`src/hw/rtl/svf_fifo.sv`:
```
// Small register-based FIFO used between pipeline sections and as the result queue.
module svf_fifo #(
  parameter int unsigned WIDTH = 8,
  parameter int unsigned DEPTH = 4
) (
  input  logic             clk_i,
  input  logic             rst_ni,
  input  logic             push_i,
  input  logic [WIDTH-1:0] data_i,
  output logic             full_o,
  input  logic             pop_i,
  output logic [WIDTH-1:0] data_o,
  output logic             empty_o
);

  localparam int unsigned AW = (DEPTH > 1) ? $clog2(DEPTH) : 1;
  localparam int unsigned CW = $clog2(DEPTH + 1);

  logic [WIDTH-1:0] mem_q [DEPTH];
  logic [AW-1:0]    wr_q, wr_d, rd_q, rd_d;
  logic [CW-1:0]    cnt_q, cnt_d;
  logic             do_push, do_pop;

  assign full_o  = (cnt_q == CW'(DEPTH));
  assign empty_o = (cnt_q == '0);
  assign do_push = push_i && !full_o;
  assign do_pop  = pop_i && !empty_o;
  assign data_o  = mem_q[rd_q];

  // Pointer and count update.
  always_comb begin
    wr_d  = wr_q;
    rd_d  = rd_q;
    cnt_d = cnt_q;
    if (do_push) begin
      wr_d = (wr_q == AW'(DEPTH - 1)) ? '0 : wr_q + 1'b1;
    end
    if (do_pop) begin
      rd_d = (rd_q == AW'(DEPTH - 1)) ? '0 : rd_q + 1'b1;
    end
    if (do_push && !do_pop) begin
      cnt_d = cnt_q + 1'b1;
    end else if (do_pop && !do_push) begin
      cnt_d = cnt_q - 1'b1;
    end
  end

  always_ff @(posedge clk_i or negedge rst_ni) begin
    if (!rst_ni) begin
      wr_q  <= '0;
      rd_q  <= '0;
      cnt_q <= '0;
    end else begin
      wr_q  <= wr_d;
      rd_q  <= rd_d;
      cnt_q <= cnt_d;
    end
  end

  // Storage needs no reset.
  always_ff @(posedge clk_i) begin
    if (do_push) begin
      mem_q[wr_q] <= data_i;
    end
  end

endmodule

```
`config.mk`:
```
export PLATFORM = sky130hd
export DESIGN_NAME = svf_fifo
export DESIGN_NICKNAME = d
export VERILOG_FILES = /design/src/hw/rtl/svf_fifo.sv
export SDC_FILE = /design/constraint.sdc
export NUM_CORES = 1
export LEC_CHECK = 0
export BUFFER_PORTS_ARGS = -buffer_cell sky130_fd_sc_hd__clkbuf_2
export CAP_MARGIN = 15
export CORE_MARGIN = 3
export CORE_UTILIZATION = 55
export DETAILED_ROUTE_END_ITERATION = 10
export GPL_TIMING_DRIVEN = 1
export PLACE_DENSITY = 0.77
export SYNTH_ARGS = -nofsm -noshare
export SYNTH_HDL_FRONTEND = slang
export SYNTH_SLANG_ARGS = --single-unit
```
`constraint.sdc`:
```
create_clock -name clk_i -period 5.7 [get_ports clk_i]
set_input_delay 1.425 -clock clk_i [delete_from_list [all_inputs] [get_ports clk_i]]
set_output_delay 1.425 -clock clk_i [all_outputs]
set_load 0.02 [all_outputs]
```
Word level (Yosys, flattened, before mapping):

Memories as Yosys holds them, arrays and structs flattened.
Cells that the tools add are included.

* flip-flop bits (word level): 7
* RAM bits: 32
* input bits: 12
* logic and storage cells: 27
* memories: 1

Memories
* mem_q: words 4, bits a word 8, rd ports 1, clocked after memory_dff 0, write ports 1, RTL line 19 `logic [WIDTH-1:0] mem_q [DEPTH];`

* add/sub/neg operators: 4
* equal/unequal tests: 3
* mux-type cells: 6
* reduce and logical (&&, ||, !) cells: 10

Operator list (count)
* two-way mux 3 bit: 2
* adder 2 x 1 -> 2 bit, second input constant: 2
* == test 2 bit, second input constant: 2
* logical AND 1 bit: 4
* logical NOT 1 bit: 4
* two-way mux 2 bit: 2
* adder 3 x 1 -> 3 bit, second input constant: 1
* == test 3 bit, second input constant: 1
* logical NOT 3 bit: 1
* subtractor 3 x 1 -> 3 bit, second input constant: 1
* two-way mux 1 bit: 2
* nonzero test 2 bit: 1

Depth between registers and ports, before layout:

* depth in word-level cells: 7
* gate-level depth with buffers: 9
* depth with buffers taken out: 8

Least setup slack after synthesis:

No wires, ideal clock.

* path kind: in2reg
* start: in push_i
* end: reg cnt_q[1]
* setup time: 0.125 ns
* data arrival time: 2.607 ns
* data required time: 5.575 ns
* setup slack: 2.968 ns
* stages on the path: 6
* buffers on the path: 1
* cell sequence: nor2b_2 -> buf_6 -> ha_1 -> inv_1 -> fa_1 -> mux2_2

* elaborated cells on any way between the ends: 6
* those cells by class: mux: 1; reduce/logical: 5

RTL lines
* start: declaration: RTL line 8 `input logic push_i,`
* logical AND 1 bit: RTL line 26 `assign do_push = push_i && !full_o;`
* via do_push: RTL line 22 `logic do_push, do_pop;`
* logical AND 1 bit: RTL line 41 `if (do_push && !do_pop) begin`
* two-way mux 3 bit: RTL line 41
* via cnt_d[1]: RTL line 21 `logic [CW-1:0] cnt_q, cnt_d;`
* end signal: assignment: RTL line 56 `cnt_q <= cnt_d;`
* end: declaration: RTL line 21

The timed path passes the listed nets, and every way through them passes these cells.
A chain may end at the register's enable or synchronous reset.

Final worst setup path:

* start: reg rd_q[0]
* end: out data_o[7]

* word-level cells in the longest chain between the ends: 1

RTL lines
* start: declaration: RTL line 20 `logic [AW-1:0] wr_q, wr_d, rd_q, rd_d;`
* start signal: assignment: RTL line 55 `rd_q <= rd_d;`
* memory (4 x 8 bit)
* end: declaration: RTL line 12 `output logic [WIDTH-1:0] data_o,`

Every way passes these cells.

==> results.md <==
- Outcome: finished, final reports clean
- Initial Util: 58.25%
- Critical Path Slowest Stage Cell: dfrtp_1
- Unrepaired setup endpoints after global routing: false
- Final hold slack: 534.8 ps
- Setup bufs post-CTS: 0
- R2r setup slk: 3620 ps
- Worst R2R Path Depth: 8
- Post-synthesis sequential area ratio: 70.12%
- Critical Path AT: 1860 ps
- Worst-skew pair later-pin latency: 340 ps
- DP Area: 1744 µm²
- Clock slew seen by the registers of the worst setup and hold paths: 110 ps
- Via density per instance: 5.632
- Yosys Warn Count: 0
- Final Hold Viols: 0
- Worst R2R End: cnt_q[2]$_DFFE_PN0P_
- FF/Latch Area: roughly 1100 µm²
- Die W: 60.28 µm
- Cell with the most instances after synthesis: edfxtp_1
- Yosys reg bits: 39
- Slew @ Worst Pin: between 600 and 700 ps
- Area of the multi-input gates: about 450 µm²
- Area delta synth->final: 11.51%
- Antenna cells: 0
- Hold depth: 1
- Worst min path class: register to register
- EDFF count, synth: 32
- Crit Path Category: register to output port
- Initial antenna violation count: 0
- Reg2reg start: cnt_q[2]$_DFFE_PN0P_
- CTS Hold Bufs: 0
- Total of max-cap violations: 0
- Die H: 60.28 µm
- Yosys top cell by area: edfxtp_1
- GP Congestion: 0.6461
- Antenna Nets Post-Route: 0
- Filler Cells Inserted: 196
- DRT Pass-1 Iters: 4
- Total gr overflow: 0
- FFs w/ async S/R, synth: ~18%
- Crit-path cells: mux4_2, clkbuf_2
- TritonCTS clock tree: yes
- Period utilization: about 58%
- Slew Viols, Final: 0
- Non-Filler Instances: approximately 140
- Most common flop cell mapped by yosys: edfxtp_1
- Buf/Inv on CP: 1
- Clock tree buffer depth: 2
- Leak: 0.6884 nW
- DR iter-0 viols: 14
- Largest net degree at the start of global routing: 13
- CP Data Required Time: roughly 4300 ps
- Clk root buf: clkbuf_4
- Synth Cell Area: 1620 µm²
- Total CTS buffers: 5
- Commonest cells post-synth: edfxtp_1 (32), mux4_2 (8), dfrtp_1 (7)
- I/O pin count: 22
- Hold Path Origin: cnt_q[2]$_DFFE_PN0P_
- Via count: 766
- Vias in the first global route: between 800 and 900
- Wire per inst: 18.26 µm
- Element type at the critical path start: register
- Crit-path leading delay family: flip-flops
- Global-route wire length before repair: between 4 and 5 mm
- Post-CTS sizing: 0
- Layout Nets: 123
- Final setup fails: 0
- Full die area: roughly 3600 µm²
- Port bufs: 21
- Share of post-route cells with drive strength above 1: about 46%
- CP peak stage delay: 750 ps
- Clk_skew: 4.723 ps
- CORE AREA: 2781 µm²
- GRT Resource Usage Total: 16.51%
- Unique masters post-synth: 19
- Post-route cell area: between 1500 and 2000 µm²
- Worst rel slew slack: 58.64%
- Power per standard cell area: 514.8 nW/µm²
- DR DRC count: 0
- CP Capture Type: output port
- Htree depth: 2
- Critical path fanouts, max: 11
- Placed Cells: 128
- Synth Instances: 79
- Max VDD drop: around 0.38 mV
- Yosys top cell area share: 59.31%
- Setup TNS Final: 0 ps
- Final WL: around 2.5 mm
- Syn Area/Cell: 20.51 µm²
- Power Total: 0.9302 mW
- Top cells by area, synth: edfxtp_1 (59%), mux4_2 (11%), dfrtp_1 (11%)
- Fin crit period: around 3300 ps
- Synth Net Count: 98
- Num Clock Sinks: 39
- # rows: 19
- Worst hold endpoint: cnt_q[2]$_DFFE_PN0P_
- Fmax achieved: 304.1 MHz
[cells by family (layout without fill, tap and decap cells)]
group         after synthesis  in the layout  synth area share (%)
mux                        13             13                 15.06
fa+ha+maj                   7              7                 5.869
simple gates               11             11                 5.405
buf+inv                     6             32                 1.930
flops                      39             39                 70.12
xor+xnor                    3              3                 1.622
[state kept, by name, indices dropped and copies added (netlist names)]
register and flops:
cnt_q 3, mem_q 32, rd_q 2, wr_q 2
[where the power goes]
part           switching (mW)  total (mW)  leakage (nW)  internal, mW
Sequential             0.0723       0.457         0.375         0.385
Clock                  0.0873       0.146        0.0319        0.0586
Combinational           0.161       0.327         0.281         0.165
Total                   0.321       0.930         0.688         0.609
[cell usage in the layout, fill, tap and decap left out]
cell / n
nor3_1: 1
dfrtp_1: 7
xor2_1: 2
clkinv_1: 1
xnor2_1: 1
edfxtp_1: 32
and2_2: 4
nor2b_2: 1
clkbuf_4: 5
nor2_1: 3
ha_1: 6
clkbuf_2: 21
nor3b_4: 1
clkinvlp_4: 1
mux2_2: 3
mux2_4: 2
inv_1: 3
nand2b_4: 1
fa_1: 1
clkbuf_8: 1
mux4_2: 8
[layer usage]
layer | global-route usage (%) | share of wire (%)
met2 | 26.39 | 52
met1 | 20.18 | 41
met3 | 5.616 | 5.7
met5 | 0 | 0
met4 | 7.595 | 1.5
[metrics by stage]
step	worst slack (ps)	utilization (%)
3_3_place_gp	2751	62.71
6_report	2412	64.96
5_1_grt	2286	64.96
3_5_place_dp	2701	62.71
4_1_cts	2369	64.96
2_1_floorplan	2968	-
[worst max-delay path by stage]
| stage | from | endpoint | slack, ps | depth (start not counted) |
|---|---|---|---|---|
| finish | rd_q[0]$_DFFE_PN0P_ | data_o[7] | 2410 | 2 |
| global route | rd_q[0]$_DFFE_PN0P_ | data_o[2] | 2290 | 2 |
| CTS | rd_q[0]$_DFFE_PN0P_ | data_o[2] | 2370 | 2 |
| detailed placement | push_i | cnt_q[2]$_DFFE_PN0P_ | 2700 | 8 |
| floorplan | push_i | cnt_q[1]$_DFFE_PN0P_ | 2970 | 6 |
| global placement | push_i | cnt_q[2]$_DFFE_PN0P_ | 2750 | 8 |
[area by class of cell]
| type | count | area share (%) |
|---|---|---|
| repair buffers | 21 | 5.817 |
| flip-flops and latches | 39 | 62.88 |
| clock inverters | 2 | 0.6233 |
| multi-input cells | 34 | 25.07 |
| clock buffers | 6 | 2.839 |
| well taps | 31 | 2.147 |
| inverters | 3 | 0.6233 |
Power figures use the tool's default switching activity.
