[src/hw/rtl/svf_pkg.sv]
// Shared types and constants for the spiral vector field pixel block.
package svf_pkg;

  // Configuration register indexes.
  typedef enum logic [2:0] {
    REG_CENTER_X  = 3'd0,
    REG_CENTER_Y  = 3'd1,
    REG_RADIUS_SQ = 3'd2,
    REG_ROT_COS   = 3'd3,
    REG_ROT_SIN   = 3'd4,
    REG_HALF_EPS  = 3'd5
  } reg_idx_e;

  localparam int unsigned CfgW = 30;  // widest register
  localparam int unsigned SqW  = 28;  // square of one offset component
  localparam int unsigned N2W  = 29;  // squared offset length
  localparam int unsigned QW   = 15;  // unit component magnitude search width
  localparam int unsigned VW   = 16;  // Q2.14 vector component

  // Configuration registers as seen by the datapath.
  typedef struct packed {
    logic [13:0]        center_x;
    logic [13:0]        center_y;
    logic [29:0]        radius_sq;
    logic signed [15:0] rot_cos;
    logic signed [15:0] rot_sin;
    logic [14:0]        half_eps;
  } cfg_t;

  // One classified pixel passed from the front to the back.
  typedef struct packed {
    logic           sign_x;
    logic           sign_y;
    logic [SqW-1:0] sq_x;
    logic [SqW-1:0] sq_y;
    logic [N2W-1:0] n2;
    logic           outside;
    logic           degenerate;
  } mid_t;

  // One finished result.
  typedef struct packed {
    logic signed [VW-1:0] vec_x;
    logic signed [VW-1:0] vec_y;
    logic                 outside;
    logic                 degenerate;
  } res_t;

endpackage

[src/hw/rtl/svf_front.sv]
// Front section: takes pixels, forms offsets and squared length, classifies.
module svf_front #(
  parameter int unsigned GRID_BITS = 10
) (
  input  logic          clk_i,
  input  logic          rst_ni,
  input  logic          push_i,
  output logic          full_o,
  input  logic [9:0]    pixel_x_i,
  input  logic [9:0]    pixel_y_i,
  input  svf_pkg::cfg_t cfg_i,
  output logic          mid_push_o,
  output svf_pkg::mid_t mid_o,
  input  logic          mid_full_i
);

  localparam logic [9:0] GridMask =
    (GRID_BITS >= 10) ? 10'h3FF : 10'((32'd1 << GRID_BITS) - 32'd1);

  logic                     en;
  logic                     v1_q, v2_q, v3_q;
  logic signed [14:0]       dx_q, dy_q;
  logic signed [14:0]       dx_d, dy_d;
  logic [13:0]              ax, ay;
  logic [svf_pkg::SqW-1:0]  sqx_q, sqy_q;
  logic                     sgx_q, sgy_q;
  logic [svf_pkg::N2W-1:0]  n2;
  svf_pkg::mid_t            mid_q;

  // The whole front advances unless its last stage is blocked.
  assign en         = !(v3_q && mid_full_i);
  assign full_o     = !en;
  assign mid_push_o = v3_q && !mid_full_i;
  assign mid_o      = mid_q;

  // Offset from center in Q11.4.
  assign dx_d = $signed({1'b0, pixel_x_i & GridMask, 4'b0000}) - $signed({1'b0, cfg_i.center_x});
  assign dy_d = $signed({1'b0, pixel_y_i & GridMask, 4'b0000}) - $signed({1'b0, cfg_i.center_y});

  // Magnitudes for squaring.
  assign ax = dx_q[14] ? 14'(-dx_q) : dx_q[13:0];
  assign ay = dy_q[14] ? 14'(-dy_q) : dy_q[13:0];

  assign n2 = {1'b0, sqx_q} + {1'b0, sqy_q};

  always_ff @(posedge clk_i or negedge rst_ni) begin
    if (!rst_ni) begin
      v1_q <= 1'b0;
      v2_q <= 1'b0;
      v3_q <= 1'b0;
    end else if (en) begin
      v1_q <= push_i;
      v2_q <= v1_q;
      v3_q <= v2_q;
    end
  end

  // Datapath stages.
  always_ff @(posedge clk_i) begin
    if (en) begin
      dx_q             <= dx_d;
      dy_q             <= dy_d;
      sqx_q            <= ax * ax;
      sqy_q            <= ay * ay;
      sgx_q            <= dx_q[14];
      sgy_q            <= dy_q[14];
      mid_q.sign_x     <= sgx_q;
      mid_q.sign_y     <= sgy_q;
      mid_q.sq_x       <= sqx_q;
      mid_q.sq_y       <= sqy_q;
      mid_q.n2         <= n2;
      mid_q.outside    <= ({1'b0, n2} > cfg_i.radius_sq);
      mid_q.degenerate <= (n2 == '0);
    end
  end

endmodule

[config.mk]
export PLATFORM = sky130hd
export DESIGN_NAME = svf_front
export DESIGN_NICKNAME = d
export VERILOG_FILES = /design/src/hw/rtl/svf_pkg.sv /design/src/hw/rtl/svf_front.sv
export SDC_FILE = /design/constraint.sdc
export NUM_CORES = 1
export LEC_CHECK = 0
export BUFFER_PORTS_ARGS = -buffer_cell sky130_fd_sc_hd__buf_2
export CAP_MARGIN = 30
export CORE_MARGIN = 4
export CORE_UTILIZATION = 30
export DETAILED_ROUTE_END_ITERATION = 10
export GPL_TIMING_DRIVEN = 0
export PLACE_DENSITY = 0.5
export SYNTH_ARGS = -nofsm -noshare
export SYNTH_HDL_FRONTEND = slang
export SYNTH_SLANG_ARGS = --single-unit
[constraint.sdc]
create_clock -name clk_i -period 11.8 [get_ports clk_i]
set_input_delay 0.59 -clock clk_i [delete_from_list [all_inputs] [get_ports clk_i]]
set_output_delay 0.59 -clock clk_i [all_outputs]
set_load 0.03 [all_outputs]
* Word-level counts from Yosys, hierarchy flattened
Cells that the tools add are included.
** Cells by class
- Order comparisons :: 1
- Add/sub/neg operators :: 5
- Multiplexer cells :: 2
- $mul :: 2
- Reduce and logical (&&, ||, !) cells :: 4
** Operators by type and width (count)
- multiplier 14 x 14 -> 28 bit :: 2
- greater-than comparator 29 x 30 -> 1 bit :: 1
- subtractor 14 x 14 -> 15 bit :: 2
- adder 28 x 28 -> 29 bit :: 1
- logical NOT 29 bit :: 1
- 2-to-1 mux 14 bit :: 2
- negation 14 bit :: 2
- logical AND 1 bit :: 2
- logical NOT 1 bit :: 1
** Word-level totals
- Output and inout bits :: 91
- Flip-flop bits (word level) :: 180

* Logic depth before layout (Yosys ltp)
Gate-level depths: netlist (run 1).
- Word-level depth :: 3
- Mapped depth :: 30
- Gate-level depth less buffers :: 29

* Worst setup path after synthesis (run 1)
OpenSTA, ideal clock, no wires.
- Kind :: register to register
- Start point :: register dx_q[3]
- End point :: register sqx_q[26] (netlist bit) (data pin)
- Period minus slack after synthesis :: 7987 ps
- Cell stages (with the launch flop) :: 29
- Required time :: 11542 ps
- Setup time :: 258 ps
- Path slack :: 3813 ps
- Data arrival time :: 7729 ps
- Path buffers :: 1
- Cells stage by stage :: edfxtp_1 > clkbuf_1 > nor4_1 > nand2b_1 > or3_1 > nand2_1 > xor2_1 > clkinv_1 > nand2_1 > inv_1 > fa_1 > inv_1 > fa_1 > inv_1 > fa_1 > fa_1 > fa_1 > inv_1 > fa_1 > inv_1 > ha_1 > a21o_1 > a2111oi_0 > o31ai_1 > a311o_1 > a221o_1 > a221o_1 > a21oi_1 > xnor2_1
** Between the ends
- Longest elaborated chain between the ends :: 3
** RTL lines
- start: declaration :: RTL line svf_front.sv:22 : logic signed [14:0] dx_q, dy_q;
- start signal: assignment :: RTL line svf_front.sv:61 : dx_q <= dx_d;
- negation 14 bit :: RTL line svf_front.sv:41 : assign ax = dx_q[14] ? 14'(-dx_q) : dx_q[13:0];
- 2-to-1 mux 14 bit * :: RTL line svf_front.sv:41
- multiplier 14 x 14 -> 28 bit * :: RTL line svf_front.sv:63 : sqx_q <= ax * ax;
- end signal: assignment :: RTL line svf_front.sv:63
- end: declaration :: RTL line svf_front.sv:25 : logic [svf_pkg::SqW-1:0] sqx_q, sqy_q;
Mark *: on every way between the ends. The rest lies on a longest branch, timed or not.
A chain may end at the register's enable or synchronous reset.

* Worst setup path after layout (run 1)
- Start point :: register dx_q[0]
- End point :: register sqx_q[26] (netlist bit) (data pin)
Same word-level chain as after synthesis.

==> metrics.yaml, run 1 <==
syn_area_um2: 19800
synth-seq-area-share: 0.266
holdWs_ns: 0.303
synthTopCellsByArea: "edfxtp_1, fa_1, ha_1, inv_1, xnor2_1"
cts_tree: "built"
nNetsFinal: 2779
firstDrtPassIters: 5
drive_gt1_frac: 0.106
final-max-slew-violation-count: 0
synth.most_common_cell: "inv_1"
numCtsBuffers: 17
yosys_warnings: 0
syn_to_final_growth_pct: 13.4
core.rowCount: 93
antenna_left: 0
floorplan.die_area_um2: 70200
pre_cts_ws_ns: 2.27
antenna_found_initial: 2
wl_per_cell_um: 16.8
place_inst: 2997
first_iter_violations: 955
fin_skew_ns: 0.0173
cts_setup_buffers: 0
finalCritPeriodShare: 0.810
status: "completed"
syn_area_per_cell_um2: 10.1
drc: 0
io_pins: 220
clock.fmax_ghz: 0.105
synthFlopType: "edfxtp_1"
setup_ws_ns: 2.24
path_buf_inv: 8
async_reset_ff_frac: 0.0170
hold_end: "dy_q[0]"
hold_viol: 0
h-tree-depth: 4
cp.arrival_ns: 9.81
crit_type: "flop to flop"
grt_max_degree: 70
r2r_cells: 28
final_cells: 3032
synth_common_cells: "inv_1, ha_1, fa_1, edfxtp_1, nand2_1"
clkSinkCount: 176
synth_cells: 1966
finalSetupViolCount: 0
critPathLaunchType: "flop"
core-area_um2: 64900
numPortBuffers: 170
synthDistinctLibCells: 69
root_buffer: "clkbuf_16"
die_w_um: 265
vias_per_cell: 4.71
start_util: 0.305
synth-edff-count: 173
gp_congestion: 0.887
clkTransAtPathRegs_ns: 0.08
max_slew.worst_pin.slew_ns: 1.06
r2r_slack_ns: 2.24
grtUsageTotal: 0.148
r2r-end: "sqx_q[26]"
yosysTopAreaCell: "edfxtp_1"
hold_start: "cfg_i[77]"
vias: 14300
grt_overflow: 0
netlist.area_leader.share: 0.262
ys_ff_latch: 176
r2r-start: "dx_q[0]"
rsz0062_at_grt: "false"
slew_headroom: 0.272
slowest_delay_ns: 0.62
post-route-min-period_ns: 9.56
path_delay_family: "adder cells"
grt_pass1_wl_mm: 81.3
die_h_um: 265
path_max_fanout: 10
cp_slowest_cell: "a2111oi_0"
hpwl_mm: 42.5
min_path_type: "input pin to flop"
worst_skew_pair.late_latency_ns: 0.50
crit_required_ns: 12.05
cts_buffer_depth: 2
grt_pass1_vias: 14800
drv_cap: 0
crit_path_end_kind: "flop"
hold_path_depth: 1
fin_tns_setup_ns: 0
wl_mm: 50.8
cts_resized: 0
==> sequential cells by signal, indices dropped and copies added, names as in the netlist <==
signal / count
sqx_q: 27
sqy_q: 27
v2_q: 1
v3_q: 1
sgy_q: 1
v1_q: 1
dx_q: 15
sgx_q: 1
mid_o: 87
dy_q: 15
==> per-stage QoR <==
| step | util | cell area (um^2) |
|---|---|---|
| detailed placement | 0.336 | 21800 |
| global placement | 0.335 | 21700 |
| floorplan | - | 19800 |
| global route | 0.346 | 22500 |
| CTS | 0.346 | 22500 |
| finish | 0.346 | 22500 |
==> worst max-delay path by stage <==
stage	start	end	slack [ns]	cells after the start
floorplan	dx_q[3]	sqx_q[26]	3.81	28
global placement	dx_q[0]	sqx_q[26]	2.13	27
detailed placement	dx_q[0]	sqx_q[26]	2.27	28
CTS	dx_q[0]	sqx_q[26]	2.23	28
global route	dx_q[0]	sqx_q[26]	1.64	28
finish	dx_q[0]	sqx_q[26]	2.24	28
==> cell families (layout without fill, tap and decap cells) <==
group / count (synthesis) / count (layout) / synth area share
fa+ha+maj: 487 / 487 / 0.395
buf+inv: 451 / 660 / 0.0858
simple gates: 434 / 434 / 0.0979
compound gates: 274 / 274 / 0.0910
flops: 176 / 176 / 0.266
xor+xnor: 134 / 134 / 0.0593
mux: 9 / 9 / 0.00493
other cells: 1 / 3 / 0.000189
==> per-layer routing <==
| layer | global-route usage | routed length (um) | vias up |
|---|---|---|---|
| li1 | - | - | 6848 |
| met1 | 0.215 | 24700 | 7044 |
| met2 | 0.227 | 22300 | 340 |
| met3 | 0.0320 | 3040 | 40 |
| met4 | 0.0368 | 790 | 0 |
| met5 | 0 | 0 | - |
==> layout by cell type, fill, tap and decap left out, drive strengths merged, types with 4 or more instances in the layout <==
cell type | Yosys | routed
nor2b | 8 | 8
a211oi | 7 | 7
a211o | 4 | 4
ha | 257 | 257
o211ai | 4 | 4
buf | 3 | 179
edfxtp | 173 | 173
clkbuf | 20 | 37
nand2b | 12 | 12
nand2 | 173 | 173
nor4 | 6 | 6
xor2 | 40 | 40
nor2 | 134 | 134
o2111ai | 5 | 5
xnor2 | 94 | 94
nor3b | 4 | 4
inv | 418 | 424
nor3 | 24 | 24
nand4 | 12 | 12
a21o | 54 | 54
and3 | 8 | 8
a21oi | 75 | 75
clkinv | 10 | 15
o21a | 12 | 12
a221oi | 4 | 4
and2 | 6 | 6
or2 | 4 | 4
o31ai | 12 | 12
o21ai | 50 | 50
nand3 | 19 | 19
a21boi | 5 | 5
a31oi | 11 | 11
fa | 230 | 230
or3 | 12 | 12
mux2 | 6 | 6
o21bai | 9 | 9
==> worst reg2reg max path: cells and delay by family (launching register included) <==
| family | cells | cell delay (ns) |
|---|---|---|
| AOI/OAI and AO/OA | 8 | 2.65 |
| xor gates and xnor gates | 2 | 0.55 |
| adders and majority gates | 8 | 3.60 |
| buffers and inverters | 8 | 1.53 |
| DFF | 1 | 0.56 |
| and+or+nand+nor | 2 | 0.43 |
==> area by class of cell <==
class                      count  area [um^2]
inverter                     428         1610
multi-input combinational   1340        12800
tap                          855         1070
buffer                        23         93.8
antenna                        1         2.50
timing repair buffer         177          946
sequential                   176         5270
fill                        6678        42500
clock buffer                  17          425
clock inverter                15          198
==> repair_timing <==
action | in CTS | in global routing
endpoints found under the hold margin | 3 | 0
endpoints found under the setup margin | 0 | 0
hold buffers | 1 | 0
Power of run 1 is left out: the tool's default activity adds up to more than one toggle a clock period on the data nets, which glitch-free logic cannot reach.
==> run 2, diff against run 1 <==
Settings changed: ABC_AREA set to 1.
Clock period 11.8 ns to 9.2 ns, I/O delays scaled along.
==> run 2 against run 1 <==
  * Final area rose by 7.7%
  * Clock skew fell by 0.00062 ns
  * Register-to-register slack got worse by 1.0 ns
  * Cell count rose by 22%
  * Via count rose by 13%
  * Die area rose by 8.4%
  * Area after synthesis rose by 8.6%
  * Synthesized cell count rose by 29%
  * Flip-flop and latch count did not move
  * Sequential share of layout area fell by 1.7 points
  * Worst hold slack got worse by 0.11 ns
  * Non-clock buffer count fell by 4
==> metrics.yaml, run 2 <==
wl_per_cell_um: 15.5  # -7.8%
vias_per_cell: 4.38  # -7.0%
grt_overflow: 0  # unchanged
die_w_um: 276  # +4.1%
root_buffer: "clkbuf_16"
start_util: 0.305  # about the same
design_area_um2: 24200  # +7.7%
fin_tns_setup_ns: 0  # unchanged
final_cell_mix: "inv_1, nand2_1, ha_1"
clkTransAtPathRegs_ns: 0.08  # about the same
yosysTopAreaCell: "edfxtp_1"
rsz0062_at_grt: "false"
synthDistinctLibCells: 54  # -22%
crit_type: "flop to flop"
nNetsFinal: 3354  # +21%
first_iter_violations: 977  # +2.3%
cp_slowest_cell: "buf_1"
placed_area_um2: 23600  # +8.2%
slowest_delay_ns: 0.60  # -0.02 ns
slew_headroom: 0.425  # +0.154
grt_max_degree: 64  # -8.6%
mostFrequentLayoutCell: "inv_1"
syn_area_per_cell_um2: 8.46  # -16%
async_reset_ff_frac: 0.0170  # unchanged
final-max-slew-violation-count: 0  # unchanged
core-area_um2: 70500  # +8.6%
synth_common_cells: "inv_1, nand2_1, ha_1, fa_1, nor2_1"
cts_tree: "built"
gp_congestion: 0.871  # -1.7%
worst_skew_pair.late_latency_ns: 0.47  # -0.03 ns
netlist.area_leader.share: 0.241  # -0.0209
cpMostUsedCell: "fa_1"
busiest_layer: "met2"
cts_setup_buffers: 0  # unchanged
grt_pass1_vias: 16500  # +11%
synth_cells: 2545  # +29%
critPathLaunchType: "flop"
numPortBuffers: 170  # unchanged
finalSetupViolCount: 0  # unchanged
synthFlopType: "edfxtp_1"
synth-seq-area-share: 0.245  # -0.0212
synthTopCellsByArea: "edfxtp_1, fa_1, ha_1, inv_1, nand2_1"
die_h_um: 276  # +4.1%
hold_viol: 0  # unchanged
vias: 16200  # +13%
use_met1: 0.226  # +0.0113
drc: 0  # unchanged
core.rowCount: 97  # +4.3%
synth.most_common_cell: "inv_1"
post-route-util: 0.343  # -0.00276
antenna_cells: 0  # -1
hpwl_mm: 49.3  # +16%
synth-edff-count: 173  # unchanged
ys_ff_latch: 176  # unchanged
io_pins: 220  # unchanged
drive_gt1_frac: 0.101  # -0.00474
grt_util_met2: 0.244  # +0.0171
status: "completed"
crit_required_ns: 9.41  # -2.64 ns
floorplan.die_area_um2: 76100  # +8.4%
post-route-min-period_ns: 7.99  # -1.57 ns
numCtsBuffers: 17  # unchanged
min_path_type: "input pin to flop"
largest_reg_flops: 87  # unchanged
syn_to_final_growth_pct: 12.4
wl_mm: 57.1  # +12%
grt_pass1_wl_mm: 90.9  # +12%
fin_skew_ns: 0.0167  # -0.000619 ns
crit_path_end_kind: "flop"
path_max_fanout: 11  # +1
cp.arrival_ns: 8.20  # -1.61 ns
antenna_left: 0  # unchanged
grtUsageTotal: 0.154  # +0.00570
max_slew.worst_pin.slew_ns: 0.862  # -0.200 ns
cts_buffer_depth: 2  # unchanged
firstDrtPassIters: 8  # +3
drv_cap: 0  # unchanged
grt_use_met3: 0.0260  # -0.00603
antenna_found_initial: 4  # +2
clkSinkCount: 176  # unchanged
finalCritPeriodShare: 0.869  # +0.0587
yosys_warnings: 0  # unchanged
clock.fmax_ghz: 0.125  # +20%
syn_area_um2: 21500  # +8.6%
h-tree-depth: 4  # unchanged
==> run 2: cell count changes in the layout (fill, tap and decap cells not counted), sizes merged, moves of 12 or more <==
cell	previous run	this run
xnor2	94	25
xor2	40	65
o21ai	50	63
nand3	19	85
a21o	54	7
nand2b	12	0
clkbuf	37	24
nand2	173	521
nor2	134	213
inv	424	655
a21oi	75	113
==> run 2: cells by family after synthesis <==
logic type               share of synthesized area
adder cells (fa/ha/maj)                      0.363
flip-flops                                   0.245
buffers and inverters                        0.119
other                                     0.000174
XOR/XNOR                                    0.0379
AO/OA/AOI/OAI                               0.0636
AND/OR/NAND/NOR                              0.171
==> run 2: final cells by class <==
type / instances / area, um^2
Multi-Input combinational cell: 1699 / 13700
Clock inverter: 13 / 141
Tap cell: 940 / 1180
Timing Repair Buffer: 173 / 916
Fill cell: 7534 / 46300
Sequential cell: 176 / 5270
Buffer: 23 / 126
Inverter: 648 / 2430
Clock buffer: 19 / 433
==> run 2: repair_timing <==
item | CTS | global route
hold buffers | 1 | 0
setup endpoints to repair | 0 | 0
resized for setup | 0 | 0
endpoints found under the hold margin | 3 | 0
==> run 2: worst max-delay path: cells and delay by family, from the launching register on <==
family                     cells  cell delay (ns)
and+or+nand+nor               11             1.37
xor gates and xnor gates       2             0.38
adders and majority gates      8             3.78
AOI/OAI and AO/OA              1             0.17
DFF                            1             0.57
buffers and inverters          7             1.43
==> run 2: final timing paths <==
kind / start / to / slack [ns] / depth (start not counted)
max: dx_q[0] / sqx_q[20] / 1.21 / 29
min: push_i / v1_q / 0.19 / 3
max reg2reg: dx_q[0] / sqx_q[20] / 1.21 / 29
min reg2reg: sgy_q / mid_o[87] / 0.42 / 0
max in group asynchronous: rst_ni / v2_q / 8.78 / 2
min in group asynchronous: rst_ni / v3_q / 0.31 / 2
==> run 2: per-stage QoR <==
step / hold slack [ns] / instances / setup WS (ns)
after floorplan: 0.164 / 2546 / 2.53
after global placement: 0.262 / 3656 / 1.25
after detailed placement: 0.260 / 3658 / 1.27
after CTS: 0.143 / 3691 / 1.23
after global routing: 0.163 / 3691 / 0.628
final: 0.188 / 3691 / 1.21
==> run 2: metal layers <==
| metal | part of all wire | routed length [um] |
|---|---|---|
| met1 | 0.51 | 28800 |
| met3 | 0.052 | 2980 |
| met5 | 0 | 0 |
| met4 | 0.0076 | 432 |
| met2 | 0.43 | 24800 |
Power of run 2 is left out for the same reason.
==> run 3, diff against run 2 <==
Settings changed: CELL_PAD_IN_SITES_DETAIL_PLACEMENT set to 0, CELL_PAD_IN_SITES_GLOBAL_PLACEMENT set to 1, CORE_UTILIZATION 30 to 25, PLACE_DENSITY 0.5 to 0.54.
==> run 3 against run 2 <==
  * Sequential share of layout area decreased by 0.28 points
  * Critical path depth decreased by 1
  * Worst hold slack improved by 0.0034 ns
  * Largest cell class unchanged
  * Clock-buffer cell count decreased by 1
  * Cell count increased by 5.6%
  * Utilization decreased by 5.6 points
==> metrics.yaml, run 3 (synthesis gave the netlist of run 2 again) <==
syn_to_final_growth_pct: 13.9
vias_per_cell: 4.26  # -2.8%
wl_mm: 62.7  # +9.9%
largest_reg_flops: 87  # unchanged
die_w_um: 301  # +9.3%
gp_congestion: 0.857  # -1.7%
hpwl_mm: 53.9  # +9.4%
slew_headroom: 0.486  # +0.0608
post-route-min-period_ns: 8.11  # +0.113 ns
worst_skew_pair.late_latency_ns: 0.49  # +0.02 ns
core.rowCount: 107  # +10%
grt_overflow: 0  # unchanged
crit_type: "flop to flop"
hold_end: "v1_q"
cts_resized: 0  # unchanged
numCtsBuffers: 17  # unchanged
hold_viol: 0  # unchanged
cp_slowest_cell: "edfxtp_1"
setup_ws_ns: 1.09  # -0.113 ns
io_pins: 220  # unchanged
grtUsageTotal: 0.141  # -0.0133
firstDrtPassIters: 5  # -3
cp.arrival_ns: 8.33  # +0.13 ns
rsz0062_at_grt: "false"
min_path_type: "input pin to flop"
antenna_found_initial: 6  # +2
clock.fmax_ghz: 0.123  # -1.4%
crit_required_ns: 9.42  # about the same
cts_tree: "built"
grt_pass1_vias: 17400  # +5.6%
wl_per_cell_um: 16.1  # +4.1%
path_delay_family: "adder cells"
finalCritPeriodShare: 0.881  # +0.0122
multi_input_area_um2: 13700  # unchanged
drv_cap: 0  # unchanged
status: "completed"
cpMostUsedCell: "fa_1"
hold_start: "push_i"
placed_area_um2: 23900  # +1.1%
antenna_left: 0  # unchanged
r2r-start: "dx_q[0]"
seq_area_um2: 5270  # unchanged
fin_skew_ns: 0.0181  # +0.00135 ns
r2r_slack_ns: 1.09  # -0.11 ns
path_max_fanout: 11  # unchanged
r2r-end: "sqx_q[20]"
final-max-slew-violation-count: 0  # unchanged
drive_gt1_frac: 0.102  # +0.000727
design_area_um2: 24500  # +1.3%
nNetsFinal: 3354  # unchanged
cts_buffer_depth: 2  # unchanged
die_h_um: 301  # +9.3%
drc: 0  # unchanged
mostFrequentLayoutCell: "inv_1"
h-tree-depth: 4  # unchanged
clkTransAtPathRegs_ns: 0.08  # about the same
floorplan.die_area_um2: 90800  # +19%
start_util: 0.252  # -0.0528
pre_cts_ws_ns: 1.11  # -0.165 ns
final_cell_mix: "inv_1, nand2_1, ha_1"
hold_path_depth: 3  # unchanged
finalSetupViolCount: 0  # unchanged
r2r_cells: 28  # -3.4%
cts_setup_buffers: 0  # unchanged
fill_cells: 9237  # +23%
path_buf_inv: 6  # -1
core-area_um2: 85300  # +21%
clkSinkCount: 176  # unchanged
slowest_delay_ns: 0.56  # -0.04 ns
crit_path_end_kind: "flop"
max_slew.worst_pin.slew_ns: 0.769  # -0.0939 ns
root_buffer: "clkbuf_16"
grt_pass1_wl_mm: 98.7  # +8.6%
fin_tns_setup_ns: 0  # unchanged
critPathLaunchType: "flop"
grt_max_degree: 67  # +4.7%
first_iter_violations: 772  # -21%
vias: 16600  # +2.6%
numPortBuffers: 170  # unchanged
-- run 3: cell count changes in the layout (fill, tap and decap cells not counted) --
cell	before	now
clkbuf_1	7	5
clkbuf_8	0	1
clkinv_2	2	0
clkinv_8	3	7
clkinvlp_4	0	1
diode_2	0	1
inv_6	4	1
inv_8	2	3
-- run 3: how the worst max path moves through the flow --
stage | from | slack [ns] | end | depth (start not counted)
after floorplan | dx_q[0] | 2.53 | sqx_q[20] | 28
after global placement | dx_q[0] | 1.17 | sqx_q[20] | 28
after detailed placement | dx_q[0] | 1.11 | sqx_q[20] | 28
after CTS | dx_q[0] | 1.08 | sqx_q[20] | 28
after global routing | dx_q[0] | 0.60 | sqx_q[26] | 29
final | dx_q[0] | 1.09 | sqx_q[20] | 28
-- run 3: through the flow --
| step | util | hold WS [ns] | cells |
|---|---|---|---|
| after floorplan | - | 0.164 | 2546 |
| after global placement | 0.279 | 0.256 | 3860 |
| after global routing | 0.287 | 0.169 | 3895 |
| final | 0.287 | 0.191 | 3896 |
| after detailed placement | 0.280 | 0.261 | 3862 |
| after CTS | 0.287 | 0.139 | 3895 |
-- run 3: cell type report --
class,count,area share
multi-input cells,1699,0.559
flip-flops and latches,176,0.215
inverters,648,0.0993
well taps,1144,0.0584
repair buffers,173,0.0374
clock buffers,18,0.0179
clock inverters,14,0.00771
plain buffers,23,0.00516
diodes,1,0.000102
-- run 3: worst min-delay path: stages --
cell and delay (ns):
buf_2 0.08, nand2_1 0.05, nand2_1 0.06
-- run 3: routing by layer --
layer | part of all wire | global-route usage | vias to the layer above
met2 | 0.43 | 0.219 | 329
met5 | 0.00021 | 0 | -
met4 | 0.013 | 0.0297 | 2
met1 | 0.51 | 0.206 | 7878
li1 | - | - | 8315
met3 | 0.049 | 0.0227 | 54
-- run 3: timing repair --
action                     in CTS  in global routing
hold buffers                    1                  0
hold endpoints to repair        3                  0
setup endpoints to repair       0                  0
Power of run 3 is left out for the same reason.
